`config.mk`:
```
export PLATFORM = sky130hd
export DESIGN_NAME = pmct_ctrl
export DESIGN_NICKNAME = d
export VERILOG_FILES = /design/src/design/assert_macros.svh /design/src/design/pmct_pkg.sv /design/src/design/pmct_ctrl.sv
export SDC_FILE = /design/constraint.sdc
export NUM_CORES = 1
export LEC_CHECK = 0
export BUFFER_PORTS_ARGS = -buffer_cell sky130_fd_sc_hd__buf_2
export CAP_MARGIN = 20
export CORE_ASPECT_RATIO = 0.9
export CORE_UTILIZATION = 44
export CTS_CLUSTER_SIZE = 10
export DETAILED_ROUTE_END_ITERATION = 12
export PLACE_DENSITY = 0.73
export SLEW_MARGIN = 20
export SYNTH_ARGS = -nofsm -noshare
export SYNTH_HDL_FRONTEND = slang
export SYNTH_SLANG_ARGS = --single-unit
```
`constraint.sdc`:
```
create_clock -name clk -period 2.1 [get_ports clk]
set_clock_uncertainty 0.2 [all_clocks]
set_input_delay 0.42 -clock clk [delete_from_list [all_inputs] [get_ports clk]]
set_output_delay 0.42 -clock clk [all_outputs]
set_load 0.02 [all_outputs]
```
`src/design/assert_macros.svh`:
```
// Assertion macros shared by the correlation table RTL.
// Depends on nothing; taken in by the top level.
`ifndef ASSERT_MACROS_SVH
`define ASSERT_MACROS_SVH
// Implication checked on every rising clock edge outside reset.
`define CHK_IMPLY(lbl, clk, rst_n, a, c) \
  lbl: assert property (@(posedge clk) disable iff (!rst_n) (a) |-> (c)) \
    else $error("check failed");
// Next-cycle implication outside reset.
`define CHK_NEXT(lbl, clk, rst_n, a, c) \
  lbl: assert property (@(posedge clk) disable iff (!rst_n) (a) |=> (c)) \
    else $error("check failed");
`endif

```
`src/design/pmct_pkg.sv`:
```
// Package for the pair mark correlation table: codes, types, widths.
// Used by the controller, datapath and top level.
`default_nettype none
package pmct_pkg;
  localparam logic [2:0] DET_INTENT = 3'd0;
  localparam logic [2:0] DET_NONIMG = 3'd1;
  localparam logic [2:0] DET_HIJACK = 3'd2;
  localparam logic [2:0] DET_CHAIN  = 3'd3;
  localparam logic [2:0] DET_MMAP   = 3'd4;
  localparam logic [2:0] DET_STRONG = 3'd5;

  localparam logic [2:0] CFG_WINDOW   = 3'd0;
  localparam logic [2:0] CFG_COOLDOWN = 3'd1;
  localparam logic [2:0] CFG_STALE    = 3'd2;
  localparam logic [2:0] CFG_TCTX     = 3'd3;
  localparam logic [2:0] CFG_MEM      = 3'd4;
  localparam logic [2:0] CFG_DUP      = 3'd5;

  // Request fields take 227 bits, padded to whole bytes on the bus.
  localparam int IN_BITS = 227;
  localparam int IN_W    = 232;
  localparam int OUT_W   = 168;

  // Controller commands to the datapath.
  typedef struct packed {
    logic load;      // latch request
    logic clr_step;  // clear one entry at clr address
    logic scan_rd;   // issue read at scan address
    logic scan_eval; // evaluate returned entry
    logic upd;       // write back merged entry
    logic emit;      // present next result
  } cmd_t;

  // Datapath status back to the controller.
  typedef struct packed {
    logic zero_tgt;
    logic no_marks;
    logic found;     // scan stopped early
    logic [5:0] pend; // immediate + strong pending results
  } sts_t;
endpackage
`default_nettype wire

```
`src/design/pmct_ctrl.sv`:
```
// Controller state machine: clear pass, scan sequencing, update, emit.
// Depends on pmct_pkg.
`default_nettype none
module pmct_ctrl #(
  parameter int AW = 8,
  parameter int N  = 256
) (
  input  wire logic clk,
  input  wire logic rst_n,
  input  wire logic in_fire,
  input  wire logic out_fire,
  input  wire pmct_pkg::sts_t sts,
  output pmct_pkg::cmd_t cmd,
  output logic [AW-1:0] addr,
  output logic idle,
  output logic out_valid
);
  localparam logic [2:0] S_CLR = 3'd0, S_IDLE = 3'd1, S_CHK = 3'd2, S_RD = 3'd3,
                         S_EV = 3'd4, S_UPD = 3'd5, S_EMIT = 3'd6;
  logic [2:0] st_r, st_nxt;
  logic [AW:0] cnt_r, cnt_nxt;

  assign addr = cnt_r[AW-1:0];
  assign idle = (st_r == S_IDLE);

  // Offer a result only in the emit phase with work pending
  assign out_valid = (st_r == S_EMIT) && (sts.pend != '0);

  // Next-state and command decode
  always_comb begin
    st_nxt = st_r;
    cnt_nxt = cnt_r;
    cmd = '0;
    unique case (st_r)
      S_CLR: begin
        cmd.clr_step = 1'b1;
        cnt_nxt = cnt_r + 1'b1;
        if (cnt_r == (AW+1)'(N - 1)) begin
          st_nxt = S_IDLE;
        end
      end
      S_IDLE: begin
        cmd.load = in_fire;
        if (in_fire) st_nxt = S_CHK;
      end
      S_CHK: begin
        cnt_nxt = '0;
        if (sts.zero_tgt) st_nxt = S_IDLE;
        else if (sts.no_marks) st_nxt = (sts.pend != '0) ? S_EMIT : S_IDLE;
        else st_nxt = S_RD;
      end
      S_RD: begin
        cmd.scan_rd = 1'b1;
        st_nxt = S_EV;
      end
      S_EV: begin
        cmd.scan_eval = 1'b1;
        cnt_nxt = cnt_r + 1'b1;
        if (sts.found || cnt_r == (AW+1)'(N - 1)) st_nxt = S_UPD;
        else st_nxt = S_RD;
      end
      S_UPD: begin
        cmd.upd = 1'b1;
        st_nxt = S_EMIT;
      end
      S_EMIT: begin
        if (sts.pend == '0) st_nxt = S_IDLE;
        else cmd.emit = out_fire;
      end
      default: st_nxt = S_IDLE;
    endcase
  end

  // Hold state
  always_ff @(posedge clk) begin
    if (!rst_n) begin
      st_r <= S_CLR;
      cnt_r <= '0;
    end else begin
      st_r <= st_nxt;
      cnt_r <= cnt_nxt;
    end
  end
endmodule
`default_nettype wire

```
# Yosys cells after proc, flatten, opt, wreduce, memory -nomap -nowiden
# Cells that the tools add are included.
# totals
word_cells	37
n_memories	0
reg_bits	12
ram_bits	0
latchBits	0
mem_bits_ro	0
input_bits	13
# classes
muxes	16
reduce_logical	8
n_div	0
n_lt_le_gt_ge	0
shift	0
addsub	1
mul	0
bitwise_logic	0
n_eq_ne	10
# op_table
op	n
3-bit two-way mux	7
3-bit one-hot mux with 7 select lines	1
9-bit one-hot mux with 2 select lines	1
9-bit by 1-bit adder with 9-bit output (second input constant)	1
3-bit equality test (second input constant)	3
9-bit by 8-bit equality test with 1-bit output (second input constant)	1
1-bit two-way mux	7
3-bit by 2-bit equality test with 1-bit output (second input constant)	2
6-bit zero test	1
6-bit nonzero test	1
2-bit != test (second input constant)	2
3-bit by 1-bit equality test with 1-bit output (second input constant)	1
3-bit zero test	1
3-bit AND reduction	1
2-bit by 1-bit != test with 1-bit output (second input constant)	1
2-bit nonzero test	1
2-bit OR reduction	1
1-bit logical AND	1
1-bit logical OR	1

# Longest topological paths before layout
# logic_depth
word_depth	5
ltp_mapped	9
ltp_nobuf	9

# Least setup slack after synthesis
# Ideal clock, no wire load.
# synth_path
kind	register to register
from	register cnt_r[0]
to	register st_r[2]
path_stages_with_launch	10
synth_period_minus_slack_ns	2.005
t_arrival_ns	1.685
n_path_buf	0
setup_slack_ns	0.095
cell_sequence	dfxtp_1 -> ha_1 -> and3_1 -> and3_1 -> and3_1 -> ha_1 -> nor3_1 -> nor2_1 -> a21oi_1 -> a21boi_1
# synth_between
elab_chain_len	4
# synth_lines
item	line	source
start: declaration	pmct_ctrl.sv:21	logic [AW:0] cnt_r, cnt_nxt;
start signal: assignment	pmct_ctrl.sv:81	cnt_r <= cnt_nxt;
9-bit by 8-bit equality test with 1-bit output *	pmct_ctrl.sv:38, pmct_ctrl.sv:59	
1-bit logical OR	pmct_ctrl.sv:59	if (sts.found || cnt_r == (AW+1)'(N - 1)) st_nxt = S_UPD;
3-bit two-way mux	pmct_ctrl.sv:59	
3-bit one-hot mux with 7 select lines	pmct_ctrl.sv:34	unique case (st_r)
end signal: assignment	pmct_ctrl.sv:80	st_r <= st_nxt;
end: declaration	pmct_ctrl.sv:20	logic [2:0] st_r, st_nxt;
# Every way passes the cells marked *; elsewhere a longest branch is shown, timed or not.
# A chain may end at the register's enable or synchronous reset.

==> impl_summary.log <==
INFO  metric final_cell_area = about 1100 um^2
INFO  metric initial_standard_cell_utilization_of_the_core = between 40% and 50%
INFO  metric postCtsHoldBufs = 0
INFO  metric cts_inserted_buffers = 3
INFO  metric synthXorXnorAreaFrac = 0%
INFO  metric tightestPinTransition = 0.500 ns
INFO  metric synth_fp_nets = 128
INFO  metric mappedNetlistArea = a little under 900 um^2
INFO  metric crit_path_max_fanout = 15
INFO  metric via_count_of_the_first_global_routing_pass = around 760
INFO  metric grt_first_pass_wirelength = slightly above 3 mm
INFO  metric period_needed = between 2 and 2.5 ns
INFO  metric worstRegToRegCells = 9
INFO  metric crit_path_max_incr_delay = around 0.46 ns
INFO  metric ff2ff_setup_slack = ~0.1 ns
INFO  metric post_synthesis_simple_gate_area_fraction = 33.9%
INFO  metric cts_tree = built
INFO  metric num_io_pins = 29
INFO  metric worst_slew_margin_rel = roughly two thirds
INFO  metric drive_above_1_share = 36.8%
INFO  metric coreArea = 1750 um^2
INFO  metric maxCapViolCount = 0
INFO  metric postRouteAntennaNets = 0
INFO  metric finalMaxSlewViolations = 0
INFO  metric drt-vias-per-instance = 5.41
INFO  metric run_status = finished, final reports clean
INFO  metric path_clk_slew = 0.07 ns
INFO  metric number_of_antenna_violations_at_the_first_check_in_global_routing = 0
INFO  metric regToRegEndpoint = st_r[1]
INFO  metric drc = 0
INFO  metric clock-root-buffer = sky130_fd_sc_hd__clkbuf_4
INFO  metric layout.cells.most_common_list = sky130_fd_sc_hd__buf_2, sky130_fd_sc_hd__nor2_1, sky130_fd_sc_hd__nand2_1, sky130_fd_sc_hd__dfxtp_1, sky130_fd_sc_hd__buf_4
INFO  metric rows = 14
INFO  metric p_leak = between 0.4 and 0.5 nW
INFO  metric unrepaired_setup_endpoints_after_global_routing = false
INFO  metric power.ir.vdd_worst = roughly 340 uV
INFO  metric grt_use_total = just under 20%
INFO  metric min_delay_path_depth = 3
INFO  metric placedInstanceArea = 997 um^2
INFO  metric pin_count_of_the_biggest_net_entering_global_routing = 21
INFO  metric overall_die_area = roughly 2200 um^2
INFO  metric postRouteWirelength = a little under 2 mm
INFO  metric worstPathBufferInverterCount = 1
INFO  metric wire_per_inst = between 10 and 15 um
INFO  metric dp.final_hpwl = between 1 and 1.5 mm
INFO  metric leading_register_cell_type_out_of_synthesis = sky130_fd_sc_hd__dfxtp_1
INFO  metric critical_path.endpoint_type = output pin
INFO  metric min_path_type = input pin to flop
INFO  metric synth_fa_ha_area_share = under 10%
INFO  metric syn_area_per_cell = 7.68 um^2
INFO  metric grt_overflow_total = 0
INFO  metric number_of_flops_mapped_to_enable_cells_by_yosys = 0
INFO  metric numPortBuffers = 28
INFO  metric hold_end = st_r[1]
INFO  metric fmax = ~0.5 GHz
INFO  metric die_h = 44.1 um
INFO  metric power_density = 414 nW/um^2
INFO  metric post_synthesis_compound_gate_area_fraction = 17.0%
INFO  metric fraction_of_synthesized_area_in_multiplexers = around 6.9%
INFO  metric hold_path_startpoint = rst_n
INFO  metric path_class = flop to output pin
INFO  metric cts_num_sinks = 12
INFO  metric vias = about 870
INFO  metric synthToLayoutAreaGrowth = 22.9%
INFO  metric synth-async-reset-ratio = 0%
INFO  metric path_cells = a211oi_2 > and2_1 > buf_2
INFO  metric timing.critical_path.from_type = flop
INFO  metric worst_setup_slack_final = ~0.093 ns
INFO  metric regToRegStartpoint = cnt_r[1]
INFO  metric clock_path_buffers = 2
INFO  metric antenna_cells = 0
INFO  metric register_bit_count_reported_by_yosys = 12
INFO  metric drt_pre_antenna_iters = 4
INFO  metric horizontal_extent_of_the_die = about 49 um
INFO  metric synthDominantAreaCellType = sky130_fd_sc_hd__dfxtp_1
INFO  metric synth_cell_types = 33
INFO  metric yosys_warnings = 0
INFO  metric ys_seq_area_share = between 20 and 30%
INFO  metric period_share = between 90% and 100%
INFO  metric gpl.final_weighted_congestion = 0.802
INFO  metric netlist_instances = 113
INFO  metric yosysTopAreaCellShare = 27.7%
INFO  metric cts_setup_buffers = 0
INFO  metric clk-insertion-delay-late = around 0.28 ns
INFO  metric worst_ep_arrival_time = about 1.4 ns
INFO  metric number_of_nets_at_the_end_of_the_flow = 153
INFO  metric largest_family_of_logic_cells_by_synthesized_area = simple AND/OR/NAND/NOR gates
INFO  metric worst_endpoint_required_time = 1.48 ns
INFO  metric placement.setup.worst_slack = -0.000881 ns
INFO  metric cp_top_family = flip-flops
INFO  metric synth_area_leaders = sky130_fd_sc_hd__dfxtp_1, sky130_fd_sc_hd__mux2i_1, sky130_fd_sc_hd__buf_4
INFO  metric detail_route.iter0.violations = 22
INFO  metric final_common_cell = sky130_fd_sc_hd__buf_2
INFO  metric report.final.setup_viol = 0
INFO  metric critPathSlowestCell = sky130_fd_sc_hd__dfxtp_1
INFO  metric hold_violations = 0
INFO  metric h-tree-depth = 1
sequential cells by signal (all words and copies together), names as in the netlist:
name	count
st_r	3
cnt_r	9
layout make-up:
type | instances | area [um^2]
Fill cell | 160 | 684
Multi-Input combinational cell | 84 | 572
Sequential cell | 12 | 243
Timing Repair Buffer | 35 | 193
Tap cell | 24 | 30.0
Clock buffer | 3 | 22.5
Inverter | 2 | 7.51
repair_timing:
action                     CTS  global route
gates resized for setup      0            10
pin swaps                    0             3
setup endpoints to repair    1             3
logic make-up (layout without fill, tap and decap cells):
kind of cell	Yosys count	after routing
buf+inv	17	40
flops	12	12
simple gates	54	54
compound gates	22	22
mux	6	6
fa+ha+maj	2	2
how the worst max path moves through the flow:
stage                   from  endpoint  slack (ns)  cells after the start
finish               st_r[0]    cmd[0]        0.09                      3
global route         st_r[0]    cmd[0]       0.006                      3
CTS                 cnt_r[0]   st_r[2]       -0.01                      9
detailed placement  cnt_r[0]   st_r[2]     -0.0009                      9
global placement    cnt_r[0]   st_r[2]        0.08                      9
floorplan           cnt_r[0]   st_r[2]         0.1                      9
power by group:
| part | internal [mW] | switching, mW |
|---|---|---|
| clock network | 0.0666 | 0.0770 |
| registers | 0.233 | 0.00577 |
| logic | 0.0291 | 0.0304 |
| total | 0.329 | 0.113 |
stage by stage:
| step | hold slack [ns] | utilization, % | setup TNS (ns) | instances | power (mW) |
|---|---|---|---|---|---|
| global placement | 0.299 | 56.9 | 0 | 157 | 0.297 |
| floorplan | 0.272 | - | 0 | 113 | 0.276 |
| finish | 0.285 | 60.9 | 0 | 160 | 0.442 |
| CTS | 0.275 | 58.2 | -0.00992 | 160 | 0.442 |
| global route | 0.291 | 60.9 | 0 | 160 | 0.469 |
| detailed placement | 0.307 | 56.9 | -0.000881 | 157 | 0.299 |
layer usage:
layer | GRT usage (%) | up-vias | wire (um)
met4 | 12.4 | 0 | 44
met5 | 0 | - | 0
met1 | 20.7 | 397 | 849
met2 | 34.4 | 31 | 926
li1 | - | 433 | -
met3 | 6.19 | 5 | 103
cells in the mapped netlist, types with 2 or more instances:
cell type and number:
sky130_fd_sc_hd__mux2i_1 6, sky130_fd_sc_hd__ha_1 2, sky130_fd_sc_hd__inv_1 2, sky130_fd_sc_hd__and3_1 4, sky130_fd_sc_hd__nand2_1 12, sky130_fd_sc_hd__buf_4 8
sky130_fd_sc_hd__and2_1 6, sky130_fd_sc_hd__a21oi_1 4, sky130_fd_sc_hd__dfxtp_1 12, sky130_fd_sc_hd__nor3_1 6, sky130_fd_sc_hd__a31oi_1 2, sky130_fd_sc_hd__o21ai_0 5
sky130_fd_sc_hd__buf_2 6, sky130_fd_sc_hd__nand3_1 5, sky130_fd_sc_hd__nor2b_1 4, sky130_fd_sc_hd__nor2_1 12
worst register-to-register path, cell delays in order (launching register included):
cell,delay [ns]
sky130_fd_sc_hd__dfxtp_2,0.36
sky130_fd_sc_hd__ha_4,0.15
sky130_fd_sc_hd__and3_4,0.19
sky130_fd_sc_hd__and3_4,0.19
sky130_fd_sc_hd__and3_4,0.20
sky130_fd_sc_hd__ha_4,0.14
sky130_fd_sc_hd__nor2_1,0.04
sky130_fd_sc_hd__a21oi_1,0.14
sky130_fd_sc_hd__a2bb2oi_1,0.20
sky130_fd_sc_hd__o21ai_1,0.09
(Power assumes the default switching activity.)
